**config.mk**
```make
export PLATFORM = sky130hd
export DESIGN_NAME = idle_connection_timeout_tracker_unit
export DESIGN_NICKNAME = d
export VERILOG_FILES = /design/src/sv/ictt_pkg.sv /design/src/sv/ictt_age.sv /design/src/sv/ictt_ctrl.sv /design/src/sv/idle_connection_timeout_tracker_unit.sv
export SDC_FILE = /design/constraint.sdc
export NUM_CORES = 2
export LEC_CHECK = 0
export BUFFER_PORTS_ARGS = -buffer_cell sky130_fd_sc_hd__buf_2
export CAP_MARGIN = 20
export CORE_MARGIN = 3
export CORE_UTILIZATION = 57
export DETAILED_ROUTE_END_ITERATION = 12
export GPL_ROUTABILITY_DRIVEN = 0
export PLACE_DENSITY = 0.81
export SLEW_MARGIN = 20
export SYNTH_ARGS = -nofsm -noshare
export SYNTH_HDL_FRONTEND = slang
export SYNTH_HIERARCHICAL = 1
export SYNTH_SLANG_ARGS = --single-unit
```
**constraint.sdc**
```tcl
create_clock -name aclk -period 19.8 [get_ports aclk]
set_input_delay 3.96 -clock aclk [delete_from_list [all_inputs] [get_ports aclk]]
set_output_delay 3.96 -clock aclk [all_outputs]
set_load 0.05 [all_outputs]
```
**src/sv/ictt_pkg.sv**
```systemverilog
// Shared types and constants for the idle connection timeout tracker.
package ictt_pkg;

    localparam int ID_W    = 5;
    localparam int LIMIT_W = 40;
    localparam logic [LIMIT_W-1:0] LIMIT_RESET = 40'd10000000;

    typedef enum logic [1:0] {
        ACT_CONNECT    = 2'd0,
        ACT_DISCONNECT = 2'd1,
        ACT_MESSAGE    = 2'd2,
        ACT_TICK       = 2'd3
    } action_t;

    typedef enum logic [2:0] {
        ST_IDLE,
        ST_UNLINK,
        ST_APPEND,
        ST_WALK,
        ST_FLUSH
    } state_t;

    // age check verdict for one list entry
    typedef struct packed {
        logic jump;
        logic expired;
    } age_t;

    // one close result handed to the output register
    typedef struct packed {
        logic            valid;
        logic [ID_W-1:0] id;
        logic            last;
    } push_t;

endpackage

```
**src/sv/ictt_age.sv**
```systemverilog
// Shared age unit: time jump detect and idle limit compare for one stamp.
module ictt_age #(
    parameter int TIME_BITS = 48
) (
    input  logic [TIME_BITS-1:0]         time_now,
    input  logic [TIME_BITS-1:0]         stamp,
    input  logic [ictt_pkg::LIMIT_W-1:0] idle_limit,
    output ictt_pkg::age_t               verdict
);

    localparam int CMP_W = (TIME_BITS > ictt_pkg::LIMIT_W) ? TIME_BITS : ictt_pkg::LIMIT_W;

    logic [TIME_BITS-1:0] age;

    assign age = time_now - stamp;

    always_comb begin
        verdict.jump    = time_now < stamp;
        verdict.expired = CMP_W'(age) > CMP_W'(idle_limit);
    end

endmodule

```
**src/sv/ictt_ctrl.sv**
```systemverilog
// Sequencer, link and stamp memories, and slot flags of the tracker.
module ictt_ctrl #(
    parameter int MAX_CONNS = 32,
    parameter int TIME_BITS = 48
) (
    input  logic                         aclk,
    input  logic                         aresetn,
    input  logic                         in_valid,
    output logic                         in_ready,
    input  logic [1:0]                   in_action,
    input  logic [ictt_pkg::ID_W-1:0]    in_conn_id,
    input  logic [TIME_BITS-1:0]         in_time_now,
    input  logic [ictt_pkg::LIMIT_W-1:0] idle_limit,
    input  logic                         out_free,
    output ictt_pkg::push_t              push
);

    localparam int IDX_W = $clog2(MAX_CONNS);

    ictt_pkg::state_t  state_reg, state_next;
    ictt_pkg::action_t act_reg, act_next;
    ictt_pkg::action_t in_act;
    ictt_pkg::age_t    verdict;

    logic [TIME_BITS-1:0] now_reg, now_next;
    logic [IDX_W-1:0]     cur_reg, cur_next;
    logic [IDX_W-1:0]     head_reg, head_next;
    logic [IDX_W-1:0]     tail_reg, tail_next;
    logic                 empty_reg, empty_next;
    logic                 pend_valid_reg, pend_valid_next;
    logic [IDX_W-1:0]     pend_id_reg, pend_id_next;
    logic [MAX_CONNS-1:0] used_reg, used_next;
    logic [MAX_CONNS-1:0] closing_reg, closing_next;

    logic [TIME_BITS-1:0] stamp_mem [MAX_CONNS];
    logic [IDX_W-1:0]     next_mem  [MAX_CONNS];
    logic [IDX_W-1:0]     prev_mem  [MAX_CONNS];
    logic [TIME_BITS-1:0] stamp_rd;
    logic [IDX_W-1:0]     next_rd;
    logic [IDX_W-1:0]     prev_rd;

    logic                 stamp_we;
    logic                 next_we;
    logic [IDX_W-1:0]     next_wa, next_wd;
    logic                 prev_we;
    logic [IDX_W-1:0]     prev_wa, prev_wd;

    logic                 accept;
    logic                 id_ok;
    logic [IDX_W-1:0]     in_id;
    logic                 cur_is_tail;
    logic                 new_close;
    logic                 walk_stall;
    logic                 walk_adv;
    logic                 walk_end;

    assign in_act      = ictt_pkg::action_t'(in_action);
    assign in_ready    = state_reg == ictt_pkg::ST_IDLE;
    assign accept      = in_valid && in_ready;
    assign id_ok       = 32'(in_conn_id) < MAX_CONNS;
    assign in_id       = IDX_W'(in_conn_id);
    assign cur_is_tail = cur_reg == tail_reg;

    ictt_age #(
        .TIME_BITS (TIME_BITS)
    ) u_age (
        .time_now   (now_reg),
        .stamp      (stamp_rd),
        .idle_limit (idle_limit),
        .verdict    (verdict)
    );

    // walk step decisions on the entry whose data was just read
    assign new_close  = !verdict.jump && verdict.expired && !closing_reg[cur_reg];
    assign walk_stall = new_close && pend_valid_reg && !out_free;
    assign walk_adv   = verdict.jump || (verdict.expired && !walk_stall);
    assign walk_end   = !walk_stall && (!walk_adv || cur_is_tail);

    // next state
    always_comb begin
        state_next = state_reg;
        unique case (state_reg)
            ictt_pkg::ST_IDLE: begin
                if (accept) begin
                    priority if (in_act == ictt_pkg::ACT_TICK) begin
                        state_next = empty_reg ? ictt_pkg::ST_IDLE : ictt_pkg::ST_WALK;
                    end else if (!id_ok) begin
                        state_next = ictt_pkg::ST_IDLE;
                    end else if (in_act == ictt_pkg::ACT_CONNECT) begin
                        state_next = used_reg[in_id] ? ictt_pkg::ST_IDLE
                                                     : ictt_pkg::ST_APPEND;
                    end else if (!used_reg[in_id]) begin
                        state_next = ictt_pkg::ST_IDLE;
                    end else if (in_act == ictt_pkg::ACT_MESSAGE && in_id == tail_reg) begin
                        state_next = ictt_pkg::ST_APPEND;
                    end else begin
                        state_next = ictt_pkg::ST_UNLINK;
                    end
                end
            end
            ictt_pkg::ST_UNLINK: begin
                state_next = (act_reg == ictt_pkg::ACT_MESSAGE) ? ictt_pkg::ST_APPEND
                                                                : ictt_pkg::ST_IDLE;
            end
            ictt_pkg::ST_APPEND: begin
                state_next = ictt_pkg::ST_IDLE;
            end
            ictt_pkg::ST_WALK: begin
                if (walk_end) begin
                    state_next = (pend_valid_reg || new_close) ? ictt_pkg::ST_FLUSH
                                                               : ictt_pkg::ST_IDLE;
                end
            end
            ictt_pkg::ST_FLUSH: begin
                if (out_free) begin
                    state_next = ictt_pkg::ST_IDLE;
                end
            end
            default: begin
                state_next = ictt_pkg::ST_IDLE;
            end
        endcase
    end

    // datapath and memory write controls
    always_comb begin
        act_next        = act_reg;
        now_next        = now_reg;
        cur_next        = cur_reg;
        head_next       = head_reg;
        tail_next       = tail_reg;
        empty_next      = empty_reg;
        pend_valid_next = pend_valid_reg;
        pend_id_next    = pend_id_reg;
        used_next       = used_reg;
        closing_next    = closing_reg;
        stamp_we        = 1'b0;
        next_we         = 1'b0;
        next_wa         = tail_reg;
        next_wd         = cur_reg;
        prev_we         = 1'b0;
        prev_wa         = cur_reg;
        prev_wd         = tail_reg;
        push.valid      = 1'b0;
        push.id         = ictt_pkg::ID_W'(pend_id_reg);
        push.last       = 1'b0;
        unique case (state_reg)
            ictt_pkg::ST_IDLE: begin
                if (accept) begin
                    act_next        = in_act;
                    now_next        = in_time_now;
                    pend_valid_next = 1'b0;
                    cur_next        = (in_act == ictt_pkg::ACT_TICK) ? head_reg : in_id;
                end
            end
            ictt_pkg::ST_UNLINK: begin
                if (head_reg == cur_reg && cur_is_tail) begin
                    empty_next = 1'b1;
                    head_next  = '0;
                    tail_next  = '0;
                end else begin
                    if (head_reg == cur_reg) begin
                        head_next = next_rd;
                    end else begin
                        next_we = 1'b1;
                        next_wa = prev_rd;
                        next_wd = next_rd;
                    end
                    if (cur_is_tail) begin
                        tail_next = prev_rd;
                    end else begin
                        prev_we = 1'b1;
                        prev_wa = next_rd;
                        prev_wd = prev_rd;
                    end
                end
                if (act_reg == ictt_pkg::ACT_DISCONNECT) begin
                    used_next[cur_reg]    = 1'b0;
                    closing_next[cur_reg] = 1'b0;
                end
            end
            ictt_pkg::ST_APPEND: begin
                stamp_we = 1'b1;
                if (empty_reg) begin
                    head_next  = cur_reg;
                    tail_next  = cur_reg;
                    empty_next = 1'b0;
                end else if (!cur_is_tail) begin
                    next_we   = 1'b1;
                    prev_we   = 1'b1;
                    tail_next = cur_reg;
                end
                if (act_reg == ictt_pkg::ACT_CONNECT) begin
                    used_next[cur_reg]    = 1'b1;
                    closing_next[cur_reg] = 1'b0;
                end
            end
            ictt_pkg::ST_WALK: begin
                // stamp in the future: pull it back to now
                stamp_we = verdict.jump;
                if (new_close && !walk_stall) begin
                    push.valid            = pend_valid_reg;
                    pend_valid_next       = 1'b1;
                    pend_id_next          = cur_reg;
                    closing_next[cur_reg] = 1'b1;
                end
                if (walk_adv && !cur_is_tail) begin
                    cur_next = next_rd;
                end
            end
            ictt_pkg::ST_FLUSH: begin
                if (out_free) begin
                    push.valid      = 1'b1;
                    push.last       = 1'b1;
                    pend_valid_next = 1'b0;
                end
            end
            default: begin
            end
        endcase
    end

    always_ff @(posedge aclk) begin
        if (!aresetn) begin
            state_reg      <= ictt_pkg::ST_IDLE;
            head_reg       <= '0;
            tail_reg       <= '0;
            empty_reg      <= 1'b1;
            pend_valid_reg <= 1'b0;
            used_reg       <= '0;
            closing_reg    <= '0;
        end else begin
            state_reg      <= state_next;
            head_reg       <= head_next;
            tail_reg       <= tail_next;
            empty_reg      <= empty_next;
            pend_valid_reg <= pend_valid_next;
            used_reg       <= used_next;
            closing_reg    <= closing_next;
        end
    end

    always_ff @(posedge aclk) begin
        act_reg     <= act_next;
        now_reg     <= now_next;
        cur_reg     <= cur_next;
        pend_id_reg <= pend_id_next;
    end

    // read address follows cur, so data for the next entry lands as it is examined
    always_ff @(posedge aclk) begin
        if (stamp_we) begin
            stamp_mem[cur_reg] <= now_reg;
        end
        stamp_rd <= stamp_mem[cur_next];
    end

    always_ff @(posedge aclk) begin
        if (next_we) begin
            next_mem[next_wa] <= next_wd;
        end
        next_rd <= next_mem[cur_next];
    end

    always_ff @(posedge aclk) begin
        if (prev_we) begin
            prev_mem[prev_wa] <= prev_wd;
        end
        prev_rd <= prev_mem[cur_next];
    end

endmodule

```
**src/sv/idle_connection_timeout_tracker_unit.sv**
```systemverilog
// Top level of the idle connection timeout tracker: config register and result register.
//
// Input channel (s_*): one event per transfer: connect, disconnect, message or tick,
// with a slot id and the current time in microseconds. s_ready is high only while
// the sequencer is idle; one event is worked on at a time.
// Config channel (cfg_*): writes the idle limit; always ready, write only while idle.
// Result channel (m_*): one close transfer per slot newly found idle during a tick, head
// to tail, with m_last_close set on the final one of that tick.
// Event paths: connect runs append, disconnect runs unlink, message runs unlink then
// append (only append when already at tail); ignored events go back to idle.
// A tick walks from the head, one entry at a time, then flushes a pending close; the
// walk shares a single age compare unit and one read port per link/stamp memory.
// A close result is held in the output register; when the receiver stalls with a
// second result ready, the walk holds on the current entry until the register frees.
// Reset (aresetn low, synchronous) empties the list, clears all slot flags and sets
// the idle limit to 10 s; stamp and link memories need no clearing.
module idle_connection_timeout_tracker_unit #(
    parameter int MAX_CONNS = 32,
    parameter int TIME_BITS = 48
) (
    input  logic                         aclk,
    input  logic                         aresetn,
    input  logic                         s_valid,
    output logic                         s_ready,
    input  logic [1:0]                   s_action,
    input  logic [ictt_pkg::ID_W-1:0]    s_conn_id,
    input  logic [TIME_BITS-1:0]         s_time_now,
    input  logic                         cfg_valid,
    output logic                         cfg_ready,
    input  logic [ictt_pkg::LIMIT_W-1:0] cfg_data,
    output logic                         m_valid,
    input  logic                         m_ready,
    output logic [ictt_pkg::ID_W-1:0]    m_close_id,
    output logic                         m_last_close
);

    logic [ictt_pkg::LIMIT_W-1:0] limit_reg;
    logic                         m_valid_reg;
    logic [ictt_pkg::ID_W-1:0]    close_id_reg;
    logic                         last_reg;
    logic                         out_free;
    ictt_pkg::push_t              push;

    assign cfg_ready    = 1'b1;
    assign out_free     = !m_valid_reg || m_ready;
    assign m_valid      = m_valid_reg;
    assign m_close_id   = close_id_reg;
    assign m_last_close = last_reg;

    ictt_ctrl #(
        .MAX_CONNS (MAX_CONNS),
        .TIME_BITS (TIME_BITS)
    ) u_ctrl (
        .aclk        (aclk),
        .aresetn     (aresetn),
        .in_valid    (s_valid),
        .in_ready    (s_ready),
        .in_action   (s_action),
        .in_conn_id  (s_conn_id),
        .in_time_now (s_time_now),
        .idle_limit  (limit_reg),
        .out_free    (out_free),
        .push        (push)
    );

    always_ff @(posedge aclk) begin
        if (!aresetn) begin
            limit_reg   <= ictt_pkg::LIMIT_RESET;
            m_valid_reg <= 1'b0;
        end else begin
            if (cfg_valid) begin
                limit_reg <= cfg_data;
            end
            if (push.valid) begin
                m_valid_reg <= 1'b1;
            end else if (m_ready) begin
                m_valid_reg <= 1'b0;
            end
        end
    end

    always_ff @(posedge aclk) begin
        if (push.valid) begin
            close_id_reg <= push.id;
            last_reg     <= push.last;
        end
    end

endmodule

```
* Word level (Yosys, flattened, before mapping) *
Memory sizes are Yosys's and may differ from the RTL's. A register that Yosys moved wholly into a read port is not among the register bits.
Index checks and enable logic that the tools add are counted.

operators by class
  add/subtract/negate cells = 1
  magnitude comparators = 5
  equality and inequality tests = 22
  mux-type cells = 75
  bitwise gates (word level) = 5
  reduce and logical (&&, ||, !) cells = 39

operator list
  cell                                                        count
  2-to-1 mux 32 bit                                           5
  2-to-1 mux 5 bit                                            22
  one-hot mux 32 bit (3 select lines)                         1
  bitwise AND 32 bit                                          2
  bitwise OR 32 bit                                           2
  one-hot mux 32 bit (2 select lines)                         1
  > comparator 48 x 40 -> 1 bit                               1
  less-than comparator 48 bit                                 1
  subtractor 48 bit                                           1
  inverter 32 bit                                             1
  one-hot mux 5 bit (2 select lines)                          3
  2-to-1 mux 1 bit                                            22
  2-to-1 mux 3 bit                                            7
  == test 5 bit                                               3
  != test 2 x 1 -> 1 bit, second input constant               7
  logical AND 1 bit                                           12
  less-than comparator 5 x 6 -> 1 bit, second input constant  2
  one-hot mux 3 bit (4 select lines)                          1
  AND reduction 3 bit                                         4
  binary-select mux 1 bit (select 5 bit)                      2
  one-hot mux 1 bit (2 select lines)                          5
  2-to-1 mux 2 bit                                            4
  AND reduction 4 bit                                         2
  zero test 1 bit                                             7
  17 further kinds                                            29

word-level totals
  register bits = 186
  memory bits (writable) = 1856
  input port bits = 100
  output and inout port bits = 9
  word-level logic and storage cells = 165
  memories kept = 3

memories
  name              words  bits a word  read ports  clocked after Yosys merged registers in  wr ports  RTL line         RTL
  u_ctrl.stamp_mem  32     48           1           1                                        1         ictt_ctrl.sv:35  logic [TIME_BITS-1:0] stamp_mem [MAX_CONNS];
  u_ctrl.next_mem   32     5            1           1                                        1         ictt_ctrl.sv:36  logic [IDX_W-1:0] next_mem [MAX_CONNS];
  u_ctrl.prev_mem   32     5            1           1                                        1         ictt_ctrl.sv:37  logic [IDX_W-1:0] prev_mem [MAX_CONNS];

* Logic depth before layout (Yosys ltp) *
  depth after elaboration = 14
  depth in mapped cells = 39
  depth with buffers taken out = 33

* By module *
The synthesis kept the hierarchy.

modules (own cells, without submodules)
  module                                instances  cells an instance  area an instance (sq um)  seq. area each (sq um)
  ictt_ctrl                             1          4804               79739.0                   60227.8
  ictt_age                              1          539                3743.6                    0.0
  idle_connection_timeout_tracker_unit  1          141                1766.7                    1001.0

* Worst setup path after synthesis *
Ideal clock, no wire load.

  path type = register to register
  from = register u_ctrl.now_reg[0]
  to = register u_ctrl.stamp_rd[16], read port of u_ctrl.stamp_mem
  setup time = 137 ps
  arrival = 6985 ps
  required time = 19663 ps
  path slack = 12678 ps
  stages on the path, launching flop included = 36
  buffers on the path = 4
  period minus slack after synthesis = 7122 ps
  path through = edfxtp_1 > inv_1 > ha_1 > inv_1 > fa_1 > a21o_1 > a221o_1 > a211oi_4 > nor2_1 > nand3_1 > nand2_1 > a21o_1 > a21oi_1 > xnor2_1 > ha_1 > nand4_1 > or3_1 > nor2_1 > a21oi_1 > o21ai_0 > a2111oi_0 > o211a_1 > nand4_1 > o311ai_1 > or4_4 > a2111oi_4 > buf_6 > a21oi_1 > o21ba_1 > buf_4 > inv_2 > buf_6 > buf_4 > mux4_2 > a22oi_1 > o2111ai_1

RTL lines
  element                   RTL line          RTL
  start: declaration        ictt_ctrl.sv:25   logic [TIME_BITS-1:0] now_reg, now_next;
  start signal: assignment  ictt_ctrl.sv:245  now_reg <= now_next;
  end: declaration          ictt_ctrl.sv:38   logic [TIME_BITS-1:0] stamp_rd;

==> flow_metrics.tcl <==
set metrics [dict create \
    outcome "finished, final reports clean" \
    hold_path_class "reg -> reg" \
    cts_buffer_depth 3 \
    fin_crit_ns 12.28 \
    firstDrtPassIters 9 \
    arrival_ns 12.92 \
    reg.largest.list "u_ctrl/stamp_mem x1536, u_ctrl/next_mem x160, u_ctrl/prev_mem x160" \
    die_h_um 393 \
    cp-start-kind "flop" \
    holdPathEnd "m_close_id[1]" \
    core_area_um2 148000 \
    clock_skew_ns 0.0289 \
    antenna_found_initial 5 \
    top_register "u_ctrl/stamp_mem" \
    required_ns 20.44 \
    fin_crit_sh 0.620 \
    synth_area_per_cell_um2 15.5 \
    wl_per_cell_um 29.8 \
    yosys.area.top_type_share 0.675 \
    r2r-start "u_ctrl/now_reg[11]" \
    track_usage 0.294 \
    setup_viol 0 \
    synth.distinct_cells 90 \
    crit_fanout 128 \
    worstSetupPathType "reg -> reg" \
    die_x_um 393 \
    p_leak_uw 0.0316 \
    path_buf_inv 3 \
    place_hpwl_mm 122 \
    grt_max_degree 129 \
    max_clock_freq_ghz 0.0814 \
    vias_per_cell 6.74 \
    drc_errors 0 \
    grt_pass1_vias 50816 \
    netlist_top_cells_area "edfxtp_1 68%, mux2i_1 6.8%, dfxtp_1 4.3%" \
    rsz0062_at_grt "false" \
    yosys_warnings 6 \
    grt_pass1_wl_mm 331 \
    power_density_nw_per_um2 126 \
    tritoncts "done" \
    wl_mm 229 \
    hold_path_depth 0 \
    crit_family "compound AO/OA/AOI/OAI gates" \
    synth_top_area_cell "edfxtp_1" \
    vias 51828 \
    max-slew-margin-rel 0.159 \
    vdd_drop_max_v 0.000125 \
    cts_root_buf "clkbuf_16" \
    whs_ns 0.415 \
    slowest_delay_ns 1.03 \
    largest_reg_flops 1536 \
    start_util 0.575 \
    async_reset_ff_frac 0 \
    io_buffers 107 \
    synth_common_cells "1917 x edfxtp_1, 731 x nand2_1, 579 x mux2i_1, 183 x dfxtp_1, 172 x clkbuf_1" \
    r2r_slack_ns 7.52 \
    crit_path_end_kind "flop" \
    post_cts_resized 0 \
    cts-buffers-inserted 198 \
    io_pins 109 \
    syn-num-nets 5673 \
    area_delta_synth_final_pct 10.7 \
    rr_worst_depth 31 \
    hold_violations 0 \
    synth_ff_type "edfxtp_1" \
    synth_edf_count 1917 \
    post-cts-setup-buffer-count 0 \
    htree_num_levels 4 \
    ant_nets 0 \
    clk_latency_ns 0.84 \
    ys_ff_latch 2100 \
    clkSinkCount 2100 \
    slowest_stage "edfxtp_1" \
    rows 141 \
    tightest_slew_ns 1.26 \
    grt-ovfl-total 0 \
    synth_seq_area_share 0.718 \
    min_from "u_ctrl/pend_id_reg[1]" \
    synthCells 5484 \
    drt_iter0_drc 7889 \
    die_area_um2 154000 \
    rr_endpoint "u_ctrl/stamp_rd[17]" \
    syn_area_um2 85200 \
    cts-hold-fix-buffers 0 \
    maxCapViolCount 0 \
    layout-drive-gt1-share 0.129 \
    fin_nets 5768 \
    tns_ns 0 \
    yosysMostFrequentCell "edfxtp_1" \
    slew_viol_final 0 \
    path_clk_slew_ns 0.06 \
]
==> worst reg2reg max path: cells and delay by family (launching register included) <==
kind / cells / cell delay [ns]
xor+xnor: 1 / 0.15
flops: 1 / 1.03
fa+ha+maj: 2 / 0.73
buf+inv: 3 / 2.23
simple gates: 5 / 2.08
compound gates: 20 / 5.91
==> cells by family after synthesis <==
| logic type | Yosys count | synth area share |
|---|---|---|
| compound gates | 791 | 0.0691 |
| buf+inv | 434 | 0.0236 |
| simple gates | 1299 | 0.0673 |
| xor+xnor | 52 | 0.00534 |
| other cells | 1 | 0.0000440 |
| fa+ha+maj | 89 | 0.0132 |
| mux | 718 | 0.103 |
| flops | 2100 | 0.718 |
==> area by class of cell <==
type,instances,area [µm²]
Sequential cell,2100,61200
Tap cell,1930,2410
Clock inverter,92,902
Timing Repair Buffer,218,1470
Inverter,111,434
Fill cell,9793,53800
Multi-Input combinational cell,2950,22400
Antenna cell,6,15.0
Clock buffer,279,5560
==> cell usage in the layout, fill, tap and decap left out, types with 42 or more instances in the layout <==
| cell type | n |
|---|---|
| a21oi_1 | 123 |
| mux4_2 | 128 |
| a21boi_0 | 55 |
| o211ai_1 | 63 |
| nand3_1 | 144 |
| nor2_1 | 128 |
| mux2i_1 | 579 |
| buf_4 | 104 |
| a22oi_1 | 59 |
| dfxtp_1 | 183 |
| clkbuf_1 | 53 |
| ha_1 | 88 |
| o21ai_0 | 96 |
| a32oi_1 | 116 |
| a21o_1 | 42 |
| clkbuf_16 | 200 |
| nand2_1 | 727 |
| buf_2 | 106 |
| o2111ai_1 | 60 |
| edfxtp_1 | 1917 |
| nand4_1 | 83 |
| a221o_1 | 61 |
| inv_1 | 108 |
| nor2b_1 | 45 |
| or3_1 | 59 |
==> power breakdown <==
| group | total, µW | internal [µW] | switching (µW) | leakage [µW] |
|---|---|---|---|---|
| registers | 5100 | 4990 | 106 | 0.0188 |
| clock network | 3750 | 2110 | 1640 | 0.00317 |
| logic | 3080 | 1110 | 1970 | 0.00965 |
| total | 11900 | 8220 | 3710 | 0.0316 |
==> per-layer routing <==
layer  GRT usage  vias up  routed length (µm)
li1            -    21452                   -
met1       0.396    25620               82200
met2       0.457     4024              106000
met3      0.0745      730               30400
met4       0.130        2               10400
met5           0        -                  12
==> how the worst max path moves through the flow <==
stage | from | to | slack, ns | cells after the start
2_1_floorplan | u_ctrl/now_reg[0] | u_ctrl/stamp_rd[16] | 12.68 | 35
3_3_place_gp | u_ctrl/now_reg[4] | u_ctrl/stamp_rd[17] | 8.30 | 31
3_5_place_dp | u_ctrl/now_reg[4] | u_ctrl/stamp_rd[17] | 8.09 | 31
4_1_cts | u_ctrl/now_reg[4] | u_ctrl/stamp_rd[17] | 7.95 | 31
5_1_grt | u_ctrl/now_reg[9] | u_ctrl/stamp_rd[7] | 7.36 | 30
6_report | u_ctrl/now_reg[11] | u_ctrl/stamp_rd[17] | 7.52 | 31
==> metrics by stage <==
stage	setup slack, ns	cells	area [µm²]	utilization	power [µW]
2_1_floorplan	12.68	5484	85200	-	7300
3_3_place_gp	8.30	7306	87800	0.593	8050
3_5_place_dp	8.09	7308	87900	0.593	8150
4_1_cts	7.95	7679	94300	0.637	11900
5_1_grt	7.36	7681	94400	0.637	12300
6_report	7.52	7686	94400	0.637	11900
No activity file was read; power rests on OpenSTA's default activity.
